[config.mk]
export PLATFORM = sky130hd
export DESIGN_NAME = utf8_stream_decoder_core_flat
export DESIGN_NICKNAME = d
export VERILOG_FILES = /design/src/hw/rtl/u8d_pkg.sv /design/src/hw/rtl/u8d_byte_if.sv /design/src/hw/rtl/u8d_cp_if.sv /design/src/hw/rtl/u8d_front.sv /design/src/hw/rtl/u8d_queue.sv /design/src/hw/rtl/u8d_back.sv /design/src/hw/rtl/utf8_stream_decoder_core.sv /design/src/flat_wrapper.sv
export SDC_FILE = /design/constraint.sdc
export NUM_CORES = 1
export LEC_CHECK = 0
export ABC_CLOCK_PERIOD_IN_PS = 4360
export BUFFER_PORTS_ARGS = -buffer_cell sky130_fd_sc_hd__buf_2
export CORE_UTILIZATION = 25
export CTS_BUF_LIST = sky130_fd_sc_hd__clkbuf_4 sky130_fd_sc_hd__clkbuf_8
export DETAILED_ROUTE_END_ITERATION = 8
export GPL_ROUTABILITY_DRIVEN = 0
export GPL_TIMING_DRIVEN = 0
export PLACE_DENSITY = 0.45
export SETUP_SLACK_MARGIN = 0.4
export SYNTH_ARGS = -nofsm -noshare
export SYNTH_HDL_FRONTEND = slang
export SYNTH_SLANG_ARGS = --single-unit
[constraint.sdc]
create_clock -name clk -period 4.36 [get_ports clk]
set_clock_uncertainty 0.05 [all_clocks]
set_input_delay 1.09 -clock clk [delete_from_list [all_inputs] [get_ports clk]]
set_output_delay 1.09 -clock clk [all_outputs]
set_load 0.02 [all_outputs]
[src/hw/rtl/u8d_pkg.sv]
// shared types and constants of the utf-8 stream decoder
package u8d_pkg;

  localparam int CP_W        = 21;
  localparam int QDEPTH      = 4;
  localparam int QAW         = $clog2(QDEPTH);
  localparam int QCW         = $clog2(QDEPTH + 1);

  localparam logic [CP_W-1:0] REPL_CP    = 21'h00FFFD;
  localparam logic [CP_W-1:0] MAX_SCALAR = 21'h10FFFF;
  localparam logic [CP_W-1:0] SURR_LO    = 21'h00D800;
  localparam logic [CP_W-1:0] SURR_HI    = 21'h00DFFF;
  localparam logic [CP_W-1:0] MIN_LEN1   = 21'h000080;
  localparam logic [CP_W-1:0] MIN_LEN2   = 21'h000800;
  localparam logic [CP_W-1:0] MIN_LEN3   = 21'h010000;

  localparam logic [7:0] LEAD2_LO  = 8'hC2;
  localparam logic [7:0] LEAD2_HI  = 8'hDF;
  localparam logic [7:0] LEAD3_LO  = 8'hE0;
  localparam logic [7:0] LEAD3_HI  = 8'hEF;
  localparam logic [7:0] LEAD4_LO  = 8'hF0;
  localparam logic [7:0] LEAD4_HI  = 8'hF4;
  localparam logic [7:0] ASCII_END = 8'h80;
  localparam logic [1:0] CONT_TAG  = 2'b10;

  // one decoded result
  typedef struct packed {
    logic [CP_W-1:0] cp;
    logic            rep;
  } u8d_result_t;

  // results caused by one input word, handed from front to back
  typedef struct packed {
    logic [1:0]  cnt;
    u8d_result_t r0;
    u8d_result_t r1;
  } u8d_entry_t;

  // queue status seen by the front and back
  typedef struct packed {
    logic full;
    logic not_empty;
  } u8d_qstat_t;

endpackage

[src/hw/rtl/u8d_byte_if.sv]
// input channel carrying one text byte per word
interface u8d_byte_if;
  logic       valid;
  logic       ready;
  logic [7:0] data_byte;

  modport source (output valid, output data_byte, input ready);
  modport sink   (input valid, input data_byte, output ready);
endinterface

[src/hw/rtl/u8d_cp_if.sv]
// output channel carrying one decoded code point per word
interface u8d_cp_if;
  logic        valid;
  logic        ready;
  logic [20:0] code_point;
  logic        replaced;
  logic        last_of_item;

  modport source (output valid, output code_point, output replaced,
                  output last_of_item, input ready);
  modport sink   (input valid, input code_point, input replaced,
                  input last_of_item, output ready);
endinterface

[src/hw/rtl/u8d_front.sv]
// front end: accepts bytes, tracks the open sequence and forms result entries
module u8d_front (
  input  logic                clk,
  input  logic                rst,
  u8d_byte_if.sink            text,
  input  u8d_pkg::u8d_qstat_t qstat,
  output logic                push,
  output u8d_pkg::u8d_entry_t push_entry
);
  import u8d_pkg::*;

  typedef struct packed {
    logic            emit;
    u8d_result_t     res;
    logic [1:0]      due;
    logic [CP_W-1:0] part;
  } lead_t;

  logic [1:0]      bytes_due, bytes_due_next;
  logic [1:0]      sequence_length, sequence_length_next;
  logic [CP_W-1:0] partial_value, partial_value_next;
  logic            accept;
  logic [7:0]      b;
  lead_t           ld;
  logic [CP_W-1:0] shifted;
  logic [CP_W-1:0] minimum;
  logic            bad;

  // classify a byte seen with no sequence open
  function automatic lead_t lead_of(input logic [7:0] v);
    lead_t l;
    l.emit    = 1'b0;
    l.res.cp  = {{(CP_W-8){1'b0}}, v};
    l.res.rep = 1'b0;
    l.due     = 2'd0;
    l.part    = '0;
    if (v == 8'd0) begin
      l.emit = 1'b0;
    end else if (v < ASCII_END) begin
      l.emit = 1'b1;
    end else if (v >= LEAD2_LO && v <= LEAD2_HI) begin
      l.due  = 2'd1;
      l.part = {{(CP_W-5){1'b0}}, v[4:0]};
    end else if (v >= LEAD3_LO && v <= LEAD3_HI) begin
      l.due  = 2'd2;
      l.part = {{(CP_W-4){1'b0}}, v[3:0]};
    end else if (v >= LEAD4_LO && v <= LEAD4_HI) begin
      l.due  = 2'd3;
      l.part = {{(CP_W-3){1'b0}}, v[2:0]};
    end else begin
      l.emit    = 1'b1;
      l.res.cp  = REPL_CP;
      l.res.rep = 1'b1;
    end
    return l;
  endfunction

  assign text.ready = !qstat.full;
  assign accept     = text.valid && text.ready;
  assign b          = text.data_byte;
  assign ld         = lead_of(b);
  assign shifted    = {partial_value[CP_W-7:0], b[5:0]};

  // range check of a completed sequence
  always_comb begin
    case (sequence_length)
      2'd1:    minimum = MIN_LEN1;
      2'd2:    minimum = MIN_LEN2;
      default: minimum = MIN_LEN3;
    endcase
    bad = (shifted < minimum) || (shifted > MAX_SCALAR) ||
          (shifted >= SURR_LO && shifted <= SURR_HI);
  end

  // next state and the entry for this word
  always_comb begin
    bytes_due_next       = bytes_due;
    sequence_length_next = sequence_length;
    partial_value_next   = partial_value;
    push_entry.cnt       = 2'd0;
    push_entry.r0.cp     = REPL_CP;
    push_entry.r0.rep    = 1'b1;
    push_entry.r1        = ld.res;
    if (bytes_due == 2'd0) begin
      push_entry.r0        = ld.res;
      push_entry.cnt       = {1'b0, ld.emit};
      bytes_due_next       = ld.due;
      sequence_length_next = ld.due;
      partial_value_next   = ld.part;
    end else if (b == 8'd0) begin
      push_entry.cnt       = 2'd1;
      bytes_due_next       = 2'd0;
      sequence_length_next = 2'd0;
      partial_value_next   = '0;
    end else if (b[7:6] != CONT_TAG) begin
      // broken sequence, then the byte again as a new lead
      push_entry.cnt       = ld.emit ? 2'd2 : 2'd1;
      bytes_due_next       = ld.due;
      sequence_length_next = ld.due;
      partial_value_next   = ld.part;
    end else if (bytes_due == 2'd1) begin
      push_entry.cnt       = 2'd1;
      if (!bad) begin
        push_entry.r0.cp  = shifted;
        push_entry.r0.rep = 1'b0;
      end
      bytes_due_next       = 2'd0;
      sequence_length_next = 2'd0;
      partial_value_next   = '0;
    end else begin
      bytes_due_next       = bytes_due - 2'd1;
      partial_value_next   = shifted;
    end
  end

  assign push = accept && (push_entry.cnt != 2'd0);

  // sequence state
  always_ff @(posedge clk) begin
    if (rst) begin
      bytes_due       <= 2'd0;
      sequence_length <= 2'd0;
      partial_value   <= '0;
    end else if (accept) begin
      bytes_due       <= bytes_due_next;
      sequence_length <= sequence_length_next;
      partial_value   <= partial_value_next;
    end
  end

  a_idle_no_len: assert property (@(posedge clk) disable iff (rst)
    bytes_due == 2'd0 |-> sequence_length == 2'd0)
    else $error("sequence length left over while idle");

  a_due_le_len: assert property (@(posedge clk) disable iff (rst)
    bytes_due <= sequence_length)
    else $error("more continuation bytes due than the sequence holds");

  a_bad_lead_idle: assert property (@(posedge clk) disable iff (rst)
    accept && bytes_due == 2'd0 && b > LEAD4_HI |=> bytes_due == 2'd0)
    else $error("bad lead opened a sequence");

  a_push_room: assert property (@(posedge clk) disable iff (rst)
    push |-> !qstat.full)
    else $error("entry pushed into a full queue");

endmodule

[src/hw/rtl/u8d_queue.sv]
// short queue of result entries between front and back
module u8d_queue (
  input  logic                clk,
  input  logic                rst,
  input  logic                push,
  input  u8d_pkg::u8d_entry_t push_entry,
  input  logic                pop,
  output u8d_pkg::u8d_entry_t head,
  output u8d_pkg::u8d_qstat_t qstat
);
  import u8d_pkg::*;

  u8d_entry_t     mem [QDEPTH];
  logic [QAW-1:0] wr_ptr;
  logic [QAW-1:0] rd_ptr;
  logic [QCW-1:0] count;

  assign head            = mem[rd_ptr];
  assign qstat.full      = (count == QCW'(QDEPTH));
  assign qstat.not_empty = (count != '0);

  // entry storage
  always_ff @(posedge clk) begin
    if (push) begin
      mem[wr_ptr] <= push_entry;
    end
  end

  // pointers and fill count
  always_ff @(posedge clk) begin
    if (rst) begin
      wr_ptr <= '0;
      rd_ptr <= '0;
      count  <= '0;
    end else begin
      if (push) begin
        wr_ptr <= (wr_ptr == QAW'(QDEPTH - 1)) ? '0 : wr_ptr + 1'b1;
      end
      if (pop) begin
        rd_ptr <= (rd_ptr == QAW'(QDEPTH - 1)) ? '0 : rd_ptr + 1'b1;
      end
      case ({push, pop})
        2'b10:   count <= count + 1'b1;
        2'b01:   count <= count - 1'b1;
        default: count <= count;
      endcase
    end
  end

  a_count_bound: assert property (@(posedge clk) disable iff (rst)
    count <= QCW'(QDEPTH))
    else $error("queue count beyond depth");

  a_pop_nonempty: assert property (@(posedge clk) disable iff (rst)
    pop |-> count != '0)
    else $error("pop from empty queue");

  a_push_nonzero: assert property (@(posedge clk) disable iff (rst)
    push |-> push_entry.cnt != 2'd0)
    else $error("entry without results queued");

endmodule

[src/hw/rtl/u8d_back.sv]
// back end: sends the one or two results of each entry through an output register
module u8d_back (
  input  logic                clk,
  input  logic                rst,
  input  u8d_pkg::u8d_entry_t head,
  input  u8d_pkg::u8d_qstat_t qstat,
  output logic                pop,
  u8d_cp_if.source            codes
);
  import u8d_pkg::*;

  logic        sub;
  logic        load;
  logic        last;
  u8d_result_t sel;
  logic        valid;
  u8d_result_t res;
  logic        res_last;

  assign load = qstat.not_empty && (!valid || codes.ready);
  assign sel  = sub ? head.r1 : head.r0;
  assign last = sub || (head.cnt == 2'd1);
  assign pop  = load && last;

  // output register handshake
  always_ff @(posedge clk) begin
    if (rst) begin
      valid <= 1'b0;
      sub   <= 1'b0;
    end else begin
      if (load) begin
        valid <= 1'b1;
        sub   <= !last;
      end else if (codes.ready) begin
        valid <= 1'b0;
      end
    end
  end

  // output payload
  always_ff @(posedge clk) begin
    if (load) begin
      res      <= sel;
      res_last <= last;
    end
  end

  assign codes.valid        = valid;
  assign codes.code_point   = res.cp;
  assign codes.replaced     = res.rep;
  assign codes.last_of_item = res_last;

  a_sub_pair: assert property (@(posedge clk) disable iff (rst)
    sub && qstat.not_empty |-> head.cnt == 2'd2)
    else $error("second result selected from a single-result entry");

  a_first_not_last: assert property (@(posedge clk) disable iff (rst)
    $rose(sub) |-> valid && !res_last)
    else $error("first of a pair marked last");

  a_hold_stall: assert property (@(posedge clk) disable iff (rst)
    valid && !codes.ready |=> valid && $stable(res) && $stable(res_last))
    else $error("output word changed while stalled");

endmodule

[src/hw/rtl/utf8_stream_decoder_core.sv]
// top level of the utf-8 stream decoder with replacement
// Takes one byte per cycle while the queue has room and returns Unicode code
// points, U+FFFD (replaced set) for malformed input; a zero byte ends the text
// and flushes an open sequence. Each accepted byte yields zero, one or two
// words; last_of_item marks the final word of a byte. The front end accepts a
// byte every cycle while its four-entry result queue has room; the back end
// sends one word per cycle from its output register while the receiver is
// ready, so a byte that yields two words sends them one after the other. A
// result passes from its byte through the result queue into the output register.
module utf8_stream_decoder_core (
  input  logic      clk,
  input  logic      rst,
  u8d_byte_if.sink  text,
  u8d_cp_if.source  codes
);
  import u8d_pkg::*;

  logic       push;
  logic       pop;
  u8d_entry_t push_entry;
  u8d_entry_t head;
  u8d_qstat_t qstat;

  u8d_front u_front (
    .clk        (clk),
    .rst        (rst),
    .text       (text),
    .qstat      (qstat),
    .push       (push),
    .push_entry (push_entry)
  );

  u8d_queue u_queue (
    .clk        (clk),
    .rst        (rst),
    .push       (push),
    .push_entry (push_entry),
    .pop        (pop),
    .head       (head),
    .qstat      (qstat)
  );

  u8d_back u_back (
    .clk   (clk),
    .rst   (rst),
    .head  (head),
    .qstat (qstat),
    .pop   (pop),
    .codes (codes)
  );

endmodule
[src/flat_wrapper.sv]
// flat-port wrapper written by rule: the top's interface ports become plain ports
module utf8_stream_decoder_core_flat import u8d_pkg::*;
  (clk, rst, text_valid, text_data_byte, text_ready, codes_valid, codes_code_point, codes_replaced, codes_last_of_item, codes_ready);
  u8d_byte_if text_i ();
  u8d_cp_if codes_i ();
  input  logic clk;
  input  logic rst;
  input wire logic [$bits(text_i.valid)-1:0] text_valid;
  input wire logic [$bits(text_i.data_byte)-1:0] text_data_byte;
  output wire logic [$bits(text_i.ready)-1:0] text_ready;
  output wire logic [$bits(codes_i.valid)-1:0] codes_valid;
  output wire logic [$bits(codes_i.code_point)-1:0] codes_code_point;
  output wire logic [$bits(codes_i.replaced)-1:0] codes_replaced;
  output wire logic [$bits(codes_i.last_of_item)-1:0] codes_last_of_item;
  input wire logic [$bits(codes_i.ready)-1:0] codes_ready;
  assign text_i.valid = text_valid;
  assign text_i.data_byte = text_data_byte;
  assign text_ready = text_i.ready;
  assign codes_valid = codes_i.valid;
  assign codes_code_point = codes_i.code_point;
  assign codes_replaced = codes_i.replaced;
  assign codes_last_of_item = codes_i.last_of_item;
  assign codes_i.ready = codes_ready;
  utf8_stream_decoder_core u_core (.clk(clk), .rst(rst), .text(text_i), .codes(codes_i));
endmodule
==> flow_metrics.env <==
export IMPL_status="finished, final reports clean"
export IMPL_synth_top_area_share_pct=61.1
export IMPL_die_h_um=177
export IMPL_tritoncts="yes"
export IMPL_syn_area_um2=7610
export IMPL_crit_fanout=7
export IMPL_rsz0062_at_grt="no"
export IMPL_start_util_pct=25.6
export IMPL_holdPathStages=2
export IMPL_hp_class="reg -> reg"
export IMPL_drcViolationCount=0
export IMPL_final_setup_viol_count=0
export IMPL_synthesis_nets=514
export IMPL_crit_arrival_ns=3.94
export IMPL_clkSinkCount=185
export IMPL_portBuffers=32
export IMPL_yosysWarnings=0
export IMPL_synth_edff_count=155
export IMPL_grtUsageTotal_pct=11.0
export IMPL_grt_antenna_before_repair=1
export IMPL_ir_drop_uv=173
export IMPL_drive_above_1_share_pct=24.7
export IMPL_yosys_area_top_type="edfxtp_1"
export IMPL_cap_viol_max_count=0
export IMPL_clk_latency_ns=0.45
export IMPL_n_antenna_cell=0
export IMPL_syn_avg_cell_area_um2=15.6
export IMPL_p_leak_uw=0.00289
export IMPL_core_um2=29800
export IMPL_p_clk_share_pct=23.4
export IMPL_htreeDepth=4
export IMPL_combinationalPowerShare_pct=27.0
export IMPL_cts_resized=0
export IMPL_routed_wl_mm=16.3
export IMPL_cts_setup_buffers=0
export IMPL_reg2regPathDepth=10
export IMPL_cts_buffers=17
export IMPL_ioPinCount=37
export IMPL_vias_per_cell=4.36
export IMPL_ys_seq_elements=185
export IMPL_yosysMostFrequentCell="edfxtp_1"
export IMPL_cts_root_buffer="clkbuf_8"
export IMPL_r2r_setup_slack_ns=1.24
export IMPL_criticalPathCategory="in -> reg"
export IMPL_place_area_um2=8390
export IMPL_final_hold_violation_count=0
export IMPL_p_switching_uw=1470
export IMPL_tightest_slew_ns=0.902
export IMPL_power_internal_uw=3270
export IMPL_grt_overflow_total=0
export IMPL_power_density_nw_per_um2=540
export IMPL_area_growth_pct=15.2
export IMPL_syn_inst=489
export IMPL_path_clk_slew_ns=0.09
export IMPL_first_pass_iters=5
export IMPL_period_share_pct=82.8
export IMPL_p_sw_share_pct=31.0
export IMPL_final_util_pct=29.4
export IMPL_ys_top_cells_by_count="edfxtp_1, nand2_1, mux4_2, dfxtp_1, inv_1"
export IMPL_timing_rr_start="u_core.u_queue.count[2]"
export IMPL_grt_pass1_vias=4428
export IMPL_netlist_top_cells_area="edfxtp_1, mux4_2, dfxtp_1"
export IMPL_p_total_uw=4730
export IMPL_final_nets=570
export IMPL_min_from="u_core.u_front.partial_value[0]"
export IMPL_synth_ff_type="edfxtp_1"
export IMPL_seq_area_frac_synth_pct=69.0
export IMPL_grt_pass1_wl_mm=25.4
export IMPL_whs_ns=0.429
export IMPL_seq_power_share_pct=49.6
export IMPL_fmax_mhz=277
export IMPL_holdBufCountCts=0
export IMPL_die_w_um=177
export IMPL_async_reset_ff_share_pct=0
export IMPL_wl_per_cell_um=17.2
export IMPL_hpwlAfterDp_mm=11.1
export IMPL_std_cell_rows=63
export IMPL_cp_start_kind="input port"
export IMPL_grt_max_degree=25
export IMPL_fin_setup_tns_ns=0
export IMPL_ant_nets=0
export IMPL_yosysUniqueCellTypes=53
export IMPL_whs_endpoint="u_core.u_front.partial_value[6]"
export IMPL_finalMaxSlewViolations=0
export IMPL_drtIter0Drc=282
export IMPL_cts_buffer_depth=2
export IMPL_die_area_um2=31200
export IMPL_min_period_ns=3.61
export IMPL_required_ns=4.69
export IMPL_dr_total_vias=4136
export IMPL_end_kind="flop"
export IMPL_design_area_um2=8770
export IMPL_r2r_end="u_core.u_queue.count[2]"
export IMPL_relSlewSlack_pct=39.9
flip-flops by register name (all words and copies together), names as in the netlist, named ones only:
name	flops
u_core.u_back.codes.last_of_item	1
u_core.u_queue.mem	132
u_core.u_queue.count	3
u_core.u_front.sequence_length	2
u_core.u_front.partial_value	15
u_core.u_back.codes.code_point	21
u_core.u_queue.wr_ptr	2
u_core.u_back.codes.replaced	1
u_core.u_back.codes.valid	1
u_core.u_front.bytes_due	2
u_core.u_back.sub	1
u_core.u_queue.rd_ptr	2
cell type report:
class | count | area (um2)
Multi-Input combinational cell | 251 | 2150
Clock inverter | 12 | 120
Timing Repair Buffer | 37 | 268
Buffer | 25 | 123
Tap cell | 390 | 488
Clock buffer | 20 | 263
Inverter | 28 | 105
Sequential cell | 185 | 5260
Fill cell | 3010 | 21000
worst max-delay path, stage by stage:
cell and delay (ns):
buf_2 0.16, or4_4 0.56, or4_4 0.45, nor2_2 0.19
nor3_2 0.11, inv_1 0.08, ha_1 0.18, inv_1 0.07
fa_1 0.44, xor2_1 0.16, or3_1 0.30, a21oi_1 0.15
kinds of logic after synthesis:
group	Yosys count	synth area share (%)
AOI/OAI and AO/OA	75	6.31
buffers and inverters	53	2.99
and+or+nand+nor	117	8.12
adders and majority gates	13	2.23
DFF	185	69.0
xor gates and xnor gates	2	0.230
muxes	44	11.1
power groups by stage:
stage	clock network (uW)	logic, uW	registers, uW
after floorplan	0	686	2540
after global placement	0	1220	2390
after detailed placement	0	1310	2390
after CTS	1150	1320	2350
after global routing	1210	1410	2380
final	1110	1280	2350
worst max-delay path by stage:
stage                     cells after the start  slack [ns]               from                       to
after floorplan                              10        0.53        codes_ready  u_core.u_queue.count[2]
final                                        12        0.75  text_data_byte[1]  u_core.u_queue.count[2]
after global placement                       11       -0.79        codes_ready  u_core.u_queue.count[2]
after CTS                                    12        0.78  text_data_byte[1]  u_core.u_queue.count[2]
after global routing                         12        0.64  text_data_byte[1]  u_core.u_queue.count[2]
after detailed placement                     12        0.30  text_data_byte[1]  u_core.u_queue.count[2]
cell usage in the layout, fill, tap and decap left out, types with 11 or more instances in the layout:
| master | count |
|---|---|
| o21ai_0 | 17 |
| dfxtp_1 | 30 |
| nor2_1 | 18 |
| ha_1 | 12 |
| inv_1 | 28 |
| o21a_1 | 11 |
| a21oi_1 | 25 |
| clkbuf_1 | 16 |
| edfxtp_1 | 155 |
| nand2_1 | 40 |
| mux4_2 | 31 |
| buf_2 | 36 |
| clkbuf_8 | 18 |
through the flow:
step / std cells / setup WS (ns)
floorplan: 489 / 0.527
global placement: 911 / -0.787
detailed placement: 916 / 0.295
CTS: 948 / 0.778
global route: 948 / 0.643
finish: 948 / 0.751
layer usage:
layer | vias up | wire length (um) | track usage (%)
met5 | - | 13 | 0
met4 | 2 | 172 | 3.63
met3 | 12 | 553 | 2.20
met2 | 76 | 7830 | 17.9
met1 | 2087 | 7770 | 14.7
li1 | 1959 | - | -
Note: power is estimated with default switching activity, not from simulation.
